<file path="config.mk">
export PLATFORM = sky130hd
export DESIGN_NAME = fla_match
export DESIGN_NICKNAME = d
export VERILOG_FILES = /design/src/hdl/assert_macros.svh /design/src/hdl/fla_pkg.sv /design/src/hdl/fla_match.sv
export SDC_FILE = /design/constraint.sdc
export NUM_CORES = 1
export LEC_CHECK = 0
export BUFFER_PORTS_ARGS = -buffer_cell sky130_fd_sc_hd__buf_2
export CELL_PAD_IN_SITES_DETAIL_PLACEMENT = 0
export CELL_PAD_IN_SITES_GLOBAL_PLACEMENT = 1
export CORE_MARGIN = 3
export CORE_UTILIZATION = 32
export DETAILED_ROUTE_END_ITERATION = 8
export PLACE_DENSITY_LB_ADDON = 0.1
export SLEW_MARGIN = 10
export SYNTH_ARGS = -nofsm -noshare
export SYNTH_HDL_FRONTEND = slang
export SYNTH_SLANG_ARGS = --single-unit
</file>
<file path="constraint.sdc">
create_clock -name vclk -period 5.4
set_input_delay 1.08 -clock vclk [all_inputs]
set_output_delay 1.08 -clock vclk [all_outputs]
set_load 0.03 [all_outputs]
</file>
<file path="src/hdl/assert_macros.svh">
// Assertion macros for the allocator RTL.
// Depends on nothing; included by files that carry assertions.
`ifndef ASSERT_MACROS_SVH
`define ASSERT_MACROS_SVH

// Condition a implies b in the same cycle.
`define ASSERT_IMPLY(label, clk, rst, a, b) \
  label: assert property (@(posedge clk) disable iff (rst) (a) |-> (b)) \
    else $error("assertion failed");

// Condition a implies b in the next cycle.
`define ASSERT_NEXT(label, clk, rst, a, b) \
  label: assert property (@(posedge clk) disable iff (rst) (a) |=> (b)) \
    else $error("assertion failed");

`endif

</file>
<file path="src/hdl/fla_pkg.sv">
// Types and constants of the free list block allocator.
// Used by every module of the block; depends on nothing.
package fla_pkg;

  typedef struct packed {
    logic        kind;
    logic [31:0] request_size;
    logic [31:0] payload_address;
  } req_item_t;

  typedef struct packed {
    logic [31:0] result_address;
    logic [2:0]  status;
  } rsp_item_t;

  localparam logic       KIND_ALLOC = 1'b0;
  localparam logic       KIND_FREE  = 1'b1;
  localparam logic [2:0] ST_REUSED  = 3'd0;
  localparam logic [2:0] ST_GROWN   = 3'd1;
  localparam logic [2:0] ST_FREED   = 3'd2;
  localparam logic [2:0] ST_IGNORED = 3'd3;
  localparam logic [2:0] ST_NOSPACE = 3'd4;

  localparam int unsigned CFG_IDX_W = 8;
  localparam logic [CFG_IDX_W-1:0] CFG_FIT_MODE     = 8'd0;
  localparam logic [CFG_IDX_W-1:0] CFG_HEADER_BYTES = 8'd1;
  localparam logic [CFG_IDX_W-1:0] CFG_HEAP_BASE    = 8'd2;
  localparam logic [CFG_IDX_W-1:0] CFG_HEAP_LIMIT   = 8'd3;

  localparam logic        FIT_MODE_RST     = 1'b1;
  localparam logic [7:0]  HEADER_BYTES_RST = 8'd32;
  localparam logic [31:0] HEAP_BASE_RST    = 32'd4096;
  localparam logic [31:0] HEAP_LIMIT_RST   = 32'hFFFF_FFFF;

  // One block record as read back from the record store.
  typedef struct packed {
    logic [31:0] start;
    logic [31:0] size;
    logic        valid;
    logic        in_use;
  } rec_t;

  typedef struct packed {
    logic we_start;
    logic we_size;
  } mem_ctl_t;

  typedef struct packed {
    logic we_use;
    logic use_val;
    logic we_valid;
    logic valid_val;
  } flag_ctl_t;

  typedef struct packed {
    logic        fit;
    logic        better;
    logic        owner;
    logic        right;
    logic        left;
    logic [33:0] end_sum;
  } match_t;

  typedef enum logic [3:0] {
    S_IDLE,
    S_ALLOC_SCAN,
    S_ALLOC_DECIDE,
    S_ALLOC_SPLIT,
    S_FREE_SCAN,
    S_FREE_CHECK,
    S_NEIGH_SCAN,
    S_MERGE,
    S_MERGE_WR,
    S_DONE
  } state_t;

endpackage

</file>
<file path="src/hdl/fla_match.sv">
// Shared compare unit: judges one record against the current request.
// Depends on fla_pkg.
module fla_match (
  input  fla_pkg::rec_t   rec,
  input  logic            fit_mode,
  input  logic [7:0]      hdr,
  input  logic [31:0]     req_size,
  input  logic [31:0]     addr,
  input  logic [31:0]     pick_start,
  input  logic [31:0]     pick_size,
  input  logic [31:0]     blk_start,
  input  logic [33:0]     blk_end,
  output fla_pkg::match_t m
);

  logic is_free;

  always_comb begin
    is_free   = rec.valid && !rec.in_use;
    m.end_sum = {2'b00, rec.start} + {2'b00, rec.size} + {26'd0, hdr};
    m.fit     = is_free && (rec.size >= req_size);
    if (fit_mode) begin
      m.better = (rec.size < pick_size) ||
                 ((rec.size == pick_size) && (rec.start < pick_start));
    end else begin
      m.better = rec.start < pick_start;
    end
    m.owner = rec.valid && rec.in_use &&
              (({1'b0, rec.start} + {25'd0, hdr}) == {1'b0, addr});
    m.right = is_free && ({2'b00, rec.start} == blk_end);
    m.left  = is_free && (m.end_sum == {2'b00, blk_start});
  end

endmodule

</file>
== Word-level counts from Yosys, hierarchy flattened ==
Index checks and enable logic that the tools add are counted.
Storage, ports and cells
  register bits: 0
  latch bits: 0
  bits in writable memories: 0
  ROM bits: 0
  word-level logic and storage cells: 20
  memories: 0
Operators by class
  $add $sub $neg: 3
  multiply operators: 0
  divide/modulo/power cells: 0
  magnitude comparators: 3
  equal/unequal tests: 4
  shifts and indexed selects: 0
  muxes and demuxes: 1
  bitwise operators: 0
  reduce and logical (&&, ||, !) cells: 9
Operators with widths (count)
  32-bit < comparator: 2
  33-bit by 8-bit adder with 34-bit output: 1
  32-bit by 34-bit == test with 1-bit output: 1
  34-bit by 32-bit == test with 1-bit output: 1
  32-bit by 32-bit adder with 33-bit output: 1
  32-bit by 8-bit adder with 33-bit output: 1
  33-bit by 32-bit == test with 1-bit output: 1
  32-bit == test: 1
  32-bit greater-or-equal comparator: 1
  1-bit logical AND: 7
  1-bit zero test: 1
  1-bit logical OR: 1
  1-bit two-way mux: 1

== Depth between registers and ports, before layout ==
  depth in word-level cells: 4
  mapped depth: 16
  mapped depth without buffers: 15

== Worst setup path before layout ==
OpenSTA, ideal clock, no wires.
  path type: input to output
  from: in rec[35] in the netlist's numbering
  to: out m[34] in the netlist's numbering
  data arrival time: 5.116 ns
  data required time: 4.320 ns
  slack: -0.796 ns
  cell stages on the path: 16
  path buffers: 1
  cells stage by stage: inv_1 fa_1 inv_1 ha_1 inv_1 fa_1 nor2b_1 o21ai_2 and2_1 clkbuf_2 nand2b_1 a221oi_1 xor2_1 a2111oi_2 nand4_1 nor4_2
RTL lines
  start, declared: line fla_match.sv:4  | input fla_pkg::rec_t rec,
  end, declared: line fla_match.sv:13  | output fla_pkg::match_t m

==> out/metrics.yaml <==
drt-vias-per-instance: 5.13
critPathKind: "in2out"
synth_compound_gate_area_share: 0.234
layout-area-overhead-vs-synth_pct: 48.3
final_cell_mix: "sky130_fd_sc_hd__buf_2 (302), sky130_fd_sc_hd__buf_4 (200), sky130_fd_sc_hd__ha_1 (153), sky130_fd_sc_hd__inv_1 (112), sky130_fd_sc_hd__xnor2_1 (69)"
setup-tns-final_ns: -0.530
final_max_slew_viol_count: 0
setup.worst_path.end_class: "output pin"
path_max_fanout: 3
yosysSeqAreaShare: 0
layout_commonest_cell: "sky130_fd_sc_hd__buf_2"
post-route-period-util: 1.10
detail_route.wirelength_microns: 33200
initial_utilization: 0.331
peakVddDrop_uv: 133
largest_family_of_logic_cells_by_synthesized_area: "adder cells"
netlist_area_pre_place_sq_um: 7340
worst-endpoint-arrival_ns: 4.85
timing.final.hold_violations: 0
grt.overflow.total: 0
worst_pin_slew_ns: 0.544
floorplan.die.height_microns: 157
outcome: "finished, violations left"
synth.lib_cells_used.distinct: 72
die_w_microns: 157
placeableCoreArea_sq_um: 22200
power-per-cell-area_nw_per_um2: 150
detail_route.first_pass.iterations: 5
final_net_count: 1914
setup_viol: 1
timing.fmax_mhz: 169
worst-endpoint-required_ns: 4.32
num_rows: 54
cts.hold.buffers_added: 0
grt_max_degree: 16
post_synth_inst_count: 993
violations: "setup timing"
total_power_w: 0.00163
io_buffer_count: 308
dp_hpwl_microns: 30100
drcViolationCount: 0
fp.dieArea_sq_um: 24800
simple_gate_area_share_of_the_yosys_netlist: 0.196
n_sequential_cell: 0
ioPinCount: 308
vias: 9022
slew_headroom: 0.634
drv_cap: 0
synthAdderAreaFrac: 0.297
leakagePower_nw: 5.87
timing.final.ws_setup_ns: -0.530
gp_congestion: 0.940
grt_util_all_layers: 0.250
synthMuxAreaShare: 0.0174
layout-drive-gt1-share: 0.377
final.min_clock_period_ns: 5.93
synthesis.yosys.warnings: 0
holdCritPathClass: "in2out"
rsz0062_at_grt: "yes"
synthesis.area_per_instance_sq_um: 7.39
synthXorXnorAreaFrac: 0.183
postSynthNetCount: 1430
route.detailed.wl_per_inst_microns: 18.9
grt_antenna_before_repair: 8
startpoint_type: "input port"
detail-route-antenna-nets: 0
clockBufferCount: 0
area.sequential_sq_um: 0
grt_pass1_wl_microns: 48000
first_global_vias: 8664
first_iter_violations: 492
-- through the flow --
stage | hold slack, ns | cell area (sq um) | std cells | utilization | setup slack, ns
floorplan | 2.39 | 7430 | 993 | - | -0.350
global placement | 2.61 | 10700 | 1752 | 0.483 | -0.788
detailed placement | 2.60 | 10700 | 1752 | 0.483 | -0.793
CTS | 2.61 | 10800 | 1754 | 0.489 | -0.640
global route | 2.64 | 10900 | 1757 | 0.491 | -0.643
finish | 2.61 | 10900 | 1757 | 0.491 | -0.530
-- power breakdown --
group	leakage, nW	total [W]	switching, W	internal (W)
combinational	5.87	0.00163	0.000887	0.000741
sequential	0	0	0	0
clock	0.0000127	0.0000000000496	0	0.0000000000496
total	5.87	0.00163	0.000887	0.000741
-- worst max-delay path, cell delays in order --
cell and delay (ns):
sky130_fd_sc_hd__buf_6 0.10, sky130_fd_sc_hd__fa_2 0.61, sky130_fd_sc_hd__ha_4 0.22, sky130_fd_sc_hd__a211oi_4 0.29, sky130_fd_sc_hd__nor2_2 0.08, sky130_fd_sc_hd__a221o_1 0.36, sky130_fd_sc_hd__a221o_1 0.26, sky130_fd_sc_hd__or4_1 0.40
sky130_fd_sc_hd__or4_4 0.53, sky130_fd_sc_hd__a2111oi_4 0.35, sky130_fd_sc_hd__nand4_1 0.21, sky130_fd_sc_hd__nor4_4 0.19, sky130_fd_sc_hd__buf_6 0.17
-- timing repair --
item / in CTS / in global routing
buffers inserted: 2 / 1
pin swaps: 19 / 7
resized for setup: 30 / 11
hold endpoints to repair: 0 / 0
setup endpoints to repair: 3 / 5
-- final timing paths --
| path | to | cells after the start | slack (ns) | startpoint |
|---|---|---|---|---|
| setup / recovery | m[34] | 13 | -0.53 | hdr[2] |
| hold / removal | m[35] | 4 | 2.61 | blk_end[24] |
-- cell type report --
class | count | area (sq um)
diodes | 2 | 5.00
fillers | 2312 | 11300
inverters | 116 | 453
multi-input cells | 851 | 6990
well taps | 280 | 350
repair buffers | 508 | 3080
-- logic make-up (layout without fill, tap and decap cells) --
kind of cell             Yosys count  in the layout
multiplexers                      12             12
AO/OA/AOI/OAI                    257            257
XOR/XNOR                         144            144
AND/OR/NAND/NOR                  270            270
buffers and inverters            142            624
other                              0              2
adder cells (fa/ha/maj)          168            168
-- routing by layer --
metal	vias to the layer above	wire length [microns]	GRT usage
met2	329	15500	0.428
li1	4565	-	-
met1	4069	14300	0.327
met3	49	2460	0.0434
met5	-	68	0
met4	10	890	0.0574
-- cells in the mapped netlist (14+ instances only) --
cell                       count  area [sq um]
sky130_fd_sc_hd__clkbuf_1     20          75.1
sky130_fd_sc_hd__nor2_1       40           150
sky130_fd_sc_hd__nand3_1      30           150
sky130_fd_sc_hd__nand4_1      32           200
sky130_fd_sc_hd__nand2b_1     15          93.8
sky130_fd_sc_hd__nand2_1      55           206
sky130_fd_sc_hd__xor2_1       66           578
sky130_fd_sc_hd__xnor2_1      72           631
sky130_fd_sc_hd__nor3_1       18          90.1
sky130_fd_sc_hd__o21ai_0      40           200
sky130_fd_sc_hd__a21oi_1      69           345
sky130_fd_sc_hd__inv_1       116           435
sky130_fd_sc_hd__o21a_1       15           113
sky130_fd_sc_hd__ha_1        158          1980
sky130_fd_sc_hd__nor2b_1      14          87.6
sky130_fd_sc_hd__a21o_1       43           323
No activity file was read; power rests on OpenSTA's default activity.
