**src/hdl/assert_macros.svh**
```systemverilog
// Assertion macros for the allocator RTL.
// Depends on nothing; included by files that carry assertions.
`ifndef ASSERT_MACROS_SVH
`define ASSERT_MACROS_SVH

// Condition a implies b in the same cycle.
`define ASSERT_IMPLY(label, clk, rst, a, b) \
  label: assert property (@(posedge clk) disable iff (rst) (a) |-> (b)) \
    else $error("assertion failed");

// Condition a implies b in the next cycle.
`define ASSERT_NEXT(label, clk, rst, a, b) \
  label: assert property (@(posedge clk) disable iff (rst) (a) |=> (b)) \
    else $error("assertion failed");

`endif

```
**src/hdl/fla_pkg.sv**
```systemverilog
// Types and constants of the free list block allocator.
// Used by every module of the block; depends on nothing.
package fla_pkg;

  typedef struct packed {
    logic        kind;
    logic [31:0] request_size;
    logic [31:0] payload_address;
  } req_item_t;

  typedef struct packed {
    logic [31:0] result_address;
    logic [2:0]  status;
  } rsp_item_t;

  localparam logic       KIND_ALLOC = 1'b0;
  localparam logic       KIND_FREE  = 1'b1;
  localparam logic [2:0] ST_REUSED  = 3'd0;
  localparam logic [2:0] ST_GROWN   = 3'd1;
  localparam logic [2:0] ST_FREED   = 3'd2;
  localparam logic [2:0] ST_IGNORED = 3'd3;
  localparam logic [2:0] ST_NOSPACE = 3'd4;

  localparam int unsigned CFG_IDX_W = 8;
  localparam logic [CFG_IDX_W-1:0] CFG_FIT_MODE     = 8'd0;
  localparam logic [CFG_IDX_W-1:0] CFG_HEADER_BYTES = 8'd1;
  localparam logic [CFG_IDX_W-1:0] CFG_HEAP_BASE    = 8'd2;
  localparam logic [CFG_IDX_W-1:0] CFG_HEAP_LIMIT   = 8'd3;

  localparam logic        FIT_MODE_RST     = 1'b1;
  localparam logic [7:0]  HEADER_BYTES_RST = 8'd32;
  localparam logic [31:0] HEAP_BASE_RST    = 32'd4096;
  localparam logic [31:0] HEAP_LIMIT_RST   = 32'hFFFF_FFFF;

  // One block record as read back from the record store.
  typedef struct packed {
    logic [31:0] start;
    logic [31:0] size;
    logic        valid;
    logic        in_use;
  } rec_t;

  typedef struct packed {
    logic we_start;
    logic we_size;
  } mem_ctl_t;

  typedef struct packed {
    logic we_use;
    logic use_val;
    logic we_valid;
    logic valid_val;
  } flag_ctl_t;

  typedef struct packed {
    logic        fit;
    logic        better;
    logic        owner;
    logic        right;
    logic        left;
    logic [33:0] end_sum;
  } match_t;

  typedef enum logic [3:0] {
    S_IDLE,
    S_ALLOC_SCAN,
    S_ALLOC_DECIDE,
    S_ALLOC_SPLIT,
    S_FREE_SCAN,
    S_FREE_CHECK,
    S_NEIGH_SCAN,
    S_MERGE,
    S_MERGE_WR,
    S_DONE
  } state_t;

endpackage

```
**src/hdl/fla_rec_store.sv**
```systemverilog
// Block record store: start and size memories plus valid and in-use bits.
// Depends on fla_pkg.
module fla_rec_store #(
  parameter int unsigned N  = 64,
  parameter int unsigned IW = 6
) (
  input  logic                clk,
  input  logic                rst,
  input  logic                rd_en,
  input  logic [IW-1:0]       rd_addr,
  output fla_pkg::rec_t       rd_q,
  input  logic [IW-1:0]       wr_addr,
  input  logic [31:0]         wr_start,
  input  logic [31:0]         wr_size,
  input  fla_pkg::mem_ctl_t   mem_ctl,
  input  logic [IW-1:0]       fa_idx,
  input  fla_pkg::flag_ctl_t  fa_ctl,
  input  logic [IW-1:0]       fb_idx,
  input  fla_pkg::flag_ctl_t  fb_ctl
);

  logic [31:0]  start_mem [N];
  logic [31:0]  size_mem [N];
  logic [N-1:0] valid_bits;
  logic [N-1:0] use_bits;

  always_ff @(posedge clk) begin
    if (mem_ctl.we_start) begin
      start_mem[wr_addr] <= wr_start;
    end
    if (mem_ctl.we_size) begin
      size_mem[wr_addr] <= wr_size;
    end
    if (rd_en) begin
      rd_q.start  <= start_mem[rd_addr];
      rd_q.size   <= size_mem[rd_addr];
      rd_q.valid  <= valid_bits[rd_addr];
      rd_q.in_use <= use_bits[rd_addr];
    end
  end

  always_ff @(posedge clk) begin
    if (rst) begin
      valid_bits <= '0;
      use_bits   <= '0;
    end else begin
      if (fa_ctl.we_use) begin
        use_bits[fa_idx] <= fa_ctl.use_val;
      end
      if (fa_ctl.we_valid) begin
        valid_bits[fa_idx] <= fa_ctl.valid_val;
      end
      if (fb_ctl.we_use) begin
        use_bits[fb_idx] <= fb_ctl.use_val;
      end
      if (fb_ctl.we_valid) begin
        valid_bits[fb_idx] <= fb_ctl.valid_val;
      end
    end
  end

endmodule

```
**config.mk**
```make
export PLATFORM = sky130hd
export DESIGN_NAME = fla_rec_store
export DESIGN_NICKNAME = d
export VERILOG_FILES = /design/src/hdl/assert_macros.svh /design/src/hdl/fla_pkg.sv /design/src/hdl/fla_rec_store.sv
export SDC_FILE = /design/constraint.sdc
export NUM_CORES = 2
export LEC_CHECK = 0
export BUFFER_PORTS_ARGS = -buffer_cell sky130_fd_sc_hd__buf_2
export CAP_MARGIN = 20
export CORE_ASPECT_RATIO = 1.1
export CORE_MARGIN = 1.5
export CORE_UTILIZATION = 40
export CTS_CLUSTER_SIZE = 14
export DETAILED_ROUTE_END_ITERATION = 8
export MAX_ROUTING_LAYER = met4
export PLACE_DENSITY_LB_ADDON = 0.05
export SLEW_MARGIN = 20
export SYNTH_ARGS = -nofsm -noshare
export SYNTH_HDL_FRONTEND = slang
export SYNTH_SLANG_ARGS = --single-unit
```
**constraint.sdc**
```tcl
create_clock -name clk -period 4.5 [get_ports clk]
set_clock_uncertainty 0.1 [all_clocks]
set_input_delay 0.225 -clock clk [delete_from_list [all_inputs] [get_ports clk]]
set_output_delay 0.225 -clock clk [all_outputs]
set_load 0.005 [all_outputs]
```
== Yosys cells after proc, flatten, opt, wreduce, memory -nomap -nowiden ==
Memories as Yosys holds them, arrays and structs flattened. A register that Yosys moved wholly into a read port is not among the register bits.
Cells that the tools add are included.
Storage, ports and cells
  register bits: 130
  bits in latches: 0
  RAM bits: 4096
  memory bits (read-only): 0
  input port bits: 101
  output and inout bits: 66
  word-level logic and storage cells: 35
  memories kept: 2
Memory list
  size_mem: words 64, width 32, read ports 1, clocked after memory_dff 1, write ports 1, line fla_rec_store.sv:23  | logic [31:0] size_mem [N];
  start_mem: words 64, width 32, read ports 1, clocked after memory_dff 1, write ports 1, line fla_rec_store.sv:22  | logic [31:0] start_mem [N];
Cells by class
  add/subtract/negate cells: 0
  $mul: 0
  divide/modulo/power cells: 0
  order comparisons: 5
  equal/unequal tests: 0
  shifts and indexed selects: 0
  muxes and demuxes: 22
  bitwise operators: 0
  reduce and logical (&&, ||, !) cells: 2
Operator list (count)
  $mux 64: 6
  $bwmux 64: 4
  $lt 6x7->1 const B: 3
  $bmux 1 s6: 2
  $demux 1 s6: 2
  $ge 6x1->1 const B: 2
  $mux 1: 8
  $logic_and 1x1->1: 2

== Depth between registers and ports, before layout ==
  depth after elaboration: 9
  depth in mapped cells: 10
  mapped depth without buffers: 5

== Least setup slack after synthesis ==
Ideal clock, no wire load.
  path kind: input -> register
  start: input port wr_addr[3]
  end: memory start_mem[10][0] (enable)
  setup time: 0.421 ns
  arrival: 2.624 ns
  required time: 3.979 ns
  path slack: 1.355 ns
  cell stages on the path: 5
  buffers on the path: 3
  cell sequence: clkbuf_1 -> or3b_2 -> clkbuf_1 -> clkbuf_1 -> nor2_1
RTL lines
  start: declaration: line fla_rec_store.sv:12  | input logic [IW-1:0] wr_addr,
  end: declaration: line fla_rec_store.sv:22
Straight into the memory's write port.

==> metrics.yaml <==
outcome:
  status: "finished clean"
floorplanning:
  rows: 246
  die_y_um: 675
  io-pin-count: 167
  die_width_um: 614
  start_util_pct: 40.2
  dieArea_um2: 414000
  core_um2: 408000
finish:
  nets: 8216
  drive_above_1_share_pct: 29.1
  utilization_pct: 46.7
  stdcell_count: 14000
  synthToLayoutAreaGrowth_pct: 16.3
  fillCellCount: 33800
synthesis:
  yosysWarnings: 0
  muxShareOfSynthArea_pct: 14.9
  synth-edff-count: 4162
  yosysMostFrequentCell: "edfxtp_1"
  yosys.area_share.simple_pct: 1.85
  synthXorXnorAreaFrac_pct: 0
  synth_compound_area_share_pct: 4.15
  post-synth-top-area-cell: "edfxtp_1"
  synth_top_cell_area_share_pct: 76.1
  avgSynthCellArea_um2: 22.1
  post_synth_fa_ha_maj_area_fraction_pct: 0
  synth.area.top_cells: "edfxtp_1, mux4_2, dfxtp_1"
  synth_top_family_by_area: "multiplexers"
  synth_common_cells: "edfxtp_1, mux4_2, a22oi_1, clkbuf_1, a221oi_1"
  async_reset_ff_share_pct: 0
  synth-seq-cells: 4290
  ys.flop_type: "edfxtp_1"
  syn_nets: 7546
  synthesis.area_um2: 164000
  ys_types: 39
  syn-instance-count: 7445
  ys_seq_area_share_pct: 77.7
routing:
  routed_wl_mm: 510
  avgRoutedWirePerCell_um: 36.5
  antenna_left: 0
  viasPerCell: 5.97
  first_pass_iters: 6
  num_vias: 83500
  drc: 0
  first_iter_violations: 8931
critical_path:
  critPathSlowestCell: "or2_2"
  critical_path_class: "in2reg"
  reg2regPathDepth: 5
  worst_setup_path_start_kind: "input pin"
  crit_path_end_kind: "flop"
  cp.required_ns: 5.27
  worstPathMaxFanout: 21
  max_stage_delay_ns: 0.96
  arrival_ns: 4.13
  path_cells: "dlygate4sd3_1 > buf_2 > or2_2 > buf_4 > buf_4 > o22ai_1 > o22ai_1 > and3_1"
pwr:
  ir_drop_mv: 0.341
  p_leak_uw: 0.0588
  powerDensity_nw_per_um2: 451
clocking:
  clk_pin_slew_ns: 0.06
  htree_levels: 5
  cts_tree: "yes"
  numCtsBuffers: 453
  clock_latency_ns: 1.06
  postCtsSetupBuffers: 0
  numClockSinks: 4290
  clock_path_buffers: 4
  cts-root-buf: "clkbuf_16"
timing:
  rsz0062_at_grt: "false"
  post-route-min-period_ns: 3.35
  drv_slew: 0
  timing.final.crit_share_pct: 74.5
  fin_tns_setup_ns: 0
  slew_headroom_pct: 16.1
  hold_viol: 0
  fin_hold_ws_ns: 0.0791
  finalSetupViolCount: 0
  worstMarginPinSlew_ns: 1.26
  max_freq_mhz: 298
global_route:
  antenna_found_initial: 35
  overflow: 0
  grt_pass1_wl_mm: 703
  grt_usage_pct: 25.2
  grt_max_degree: 91
  grt_pass1_vias: 84900
min_path:
  hold_class: "in2reg"
  whs_path_depth: 5
placement:
  io_buffers: 166
  dpl.hpwl_mm: 299
  place_inst: 13000
  gp_congestion: 0.779
flow_run:
  cap_violations: 0
[sequential cells by signal (all words and copies together), names as in the netlist]
register    count
size_mem     2048
rd_q           66
valid_bits     64
use_bits       64
start_mem    2048
[through the flow]
stage | setup WS [ns] | total power (uW) | area, um2
final | 1.15 | 86000 | 191000
after global routing | 1.15 | 88500 | 191000
after CTS | 1.13 | 86900 | 191000
after detailed placement | 0.531 | 49600 | 175000
after global placement | 0.503 | 49500 | 175000
after floorplan | 1.35 | 47200 | 164000
[repair_timing]
action,in CTS,in global routing
resized for setup,0,0
hold endpoints to repair,4290,0
hold buffers,115,0
[layer usage]
layer,routed length [um],GRT usage [%],up-vias
li1,-,-,33500
met1,221000,34.8,46600
met2,254000,40.8,2775
met3,25500,2.96,572
met4,9810,4.67,0
met5,0,-,-
[critical path: cells and delay by family]
family / cells / cell delay [ns]
simple gates: 2 / 1.27
compound gates: 2 / 0.83
buf+inv: 4 / 1.72
[path summary, 6_finish.rpt]
check                  from             end  slack [ns]
max              rd_addr[3]        rd_q[20]        1.15
max reg2reg    use_bits[31]         rd_q[0]        1.79
min              rd_addr[1]        rd_q[26]        0.08
min reg2reg  valid_bits[33]  valid_bits[33]        0.39
[report_power, final]
group	leakage (uW)	switching (uW)	internal [uW]
Sequential	0.0385	144	44200
Clock	0.00720	15900	21300
Combinational	0.0131	2920	1520
[placed cells by master (no fill, tap or decap), types with 17 or more instances in the layout]
master,instances
a221oi_1,193
nor2_4,130
mux4_2,1056
buf_12,80
clkinv_1,112
clkinvlp_4,17
o22ai_1,108
a22oi_1,262
and3_1,69
bufinv_16,48
a32oi_1,53
nor2_1,58
clkinv_2,107
nand3_1,63
nor2b_1,61
dlygate4sd3_1,115
clkbuf_1,80
clkbuf_16,456
diode_2,19
dfxtp_1,128
nand2_1,176
o21ai_0,62
a211oi_1,73
mux2i_1,71
buf_4,372
a21oi_1,26
edfxtp_1,4162
buf_2,141
o221ai_1,108
[cell families (layout without fill, tap and decap cells)]
family	after synthesis	after routing
flops	4290	4290
mux	1127	1127
compound gates	897	897
simple gates	636	636
buf+inv	495	1553
other cells	0	19
[layout make-up]
cell class / count / area, um2 / area share (%)
sequential: 4290 / 128000 / 66.8
multi-input combinational: 2660 / 35400 / 18.6
clock buffer: 536 / 11700 / 6.13
tap: 5456 / 6830 / 3.58
timing repair buffer: 710 / 6280 / 3.29
clock inverter: 307 / 3060 / 1.60
antenna: 19 / 47.5 / 0.0249
Power figures use the tool's default switching activity.
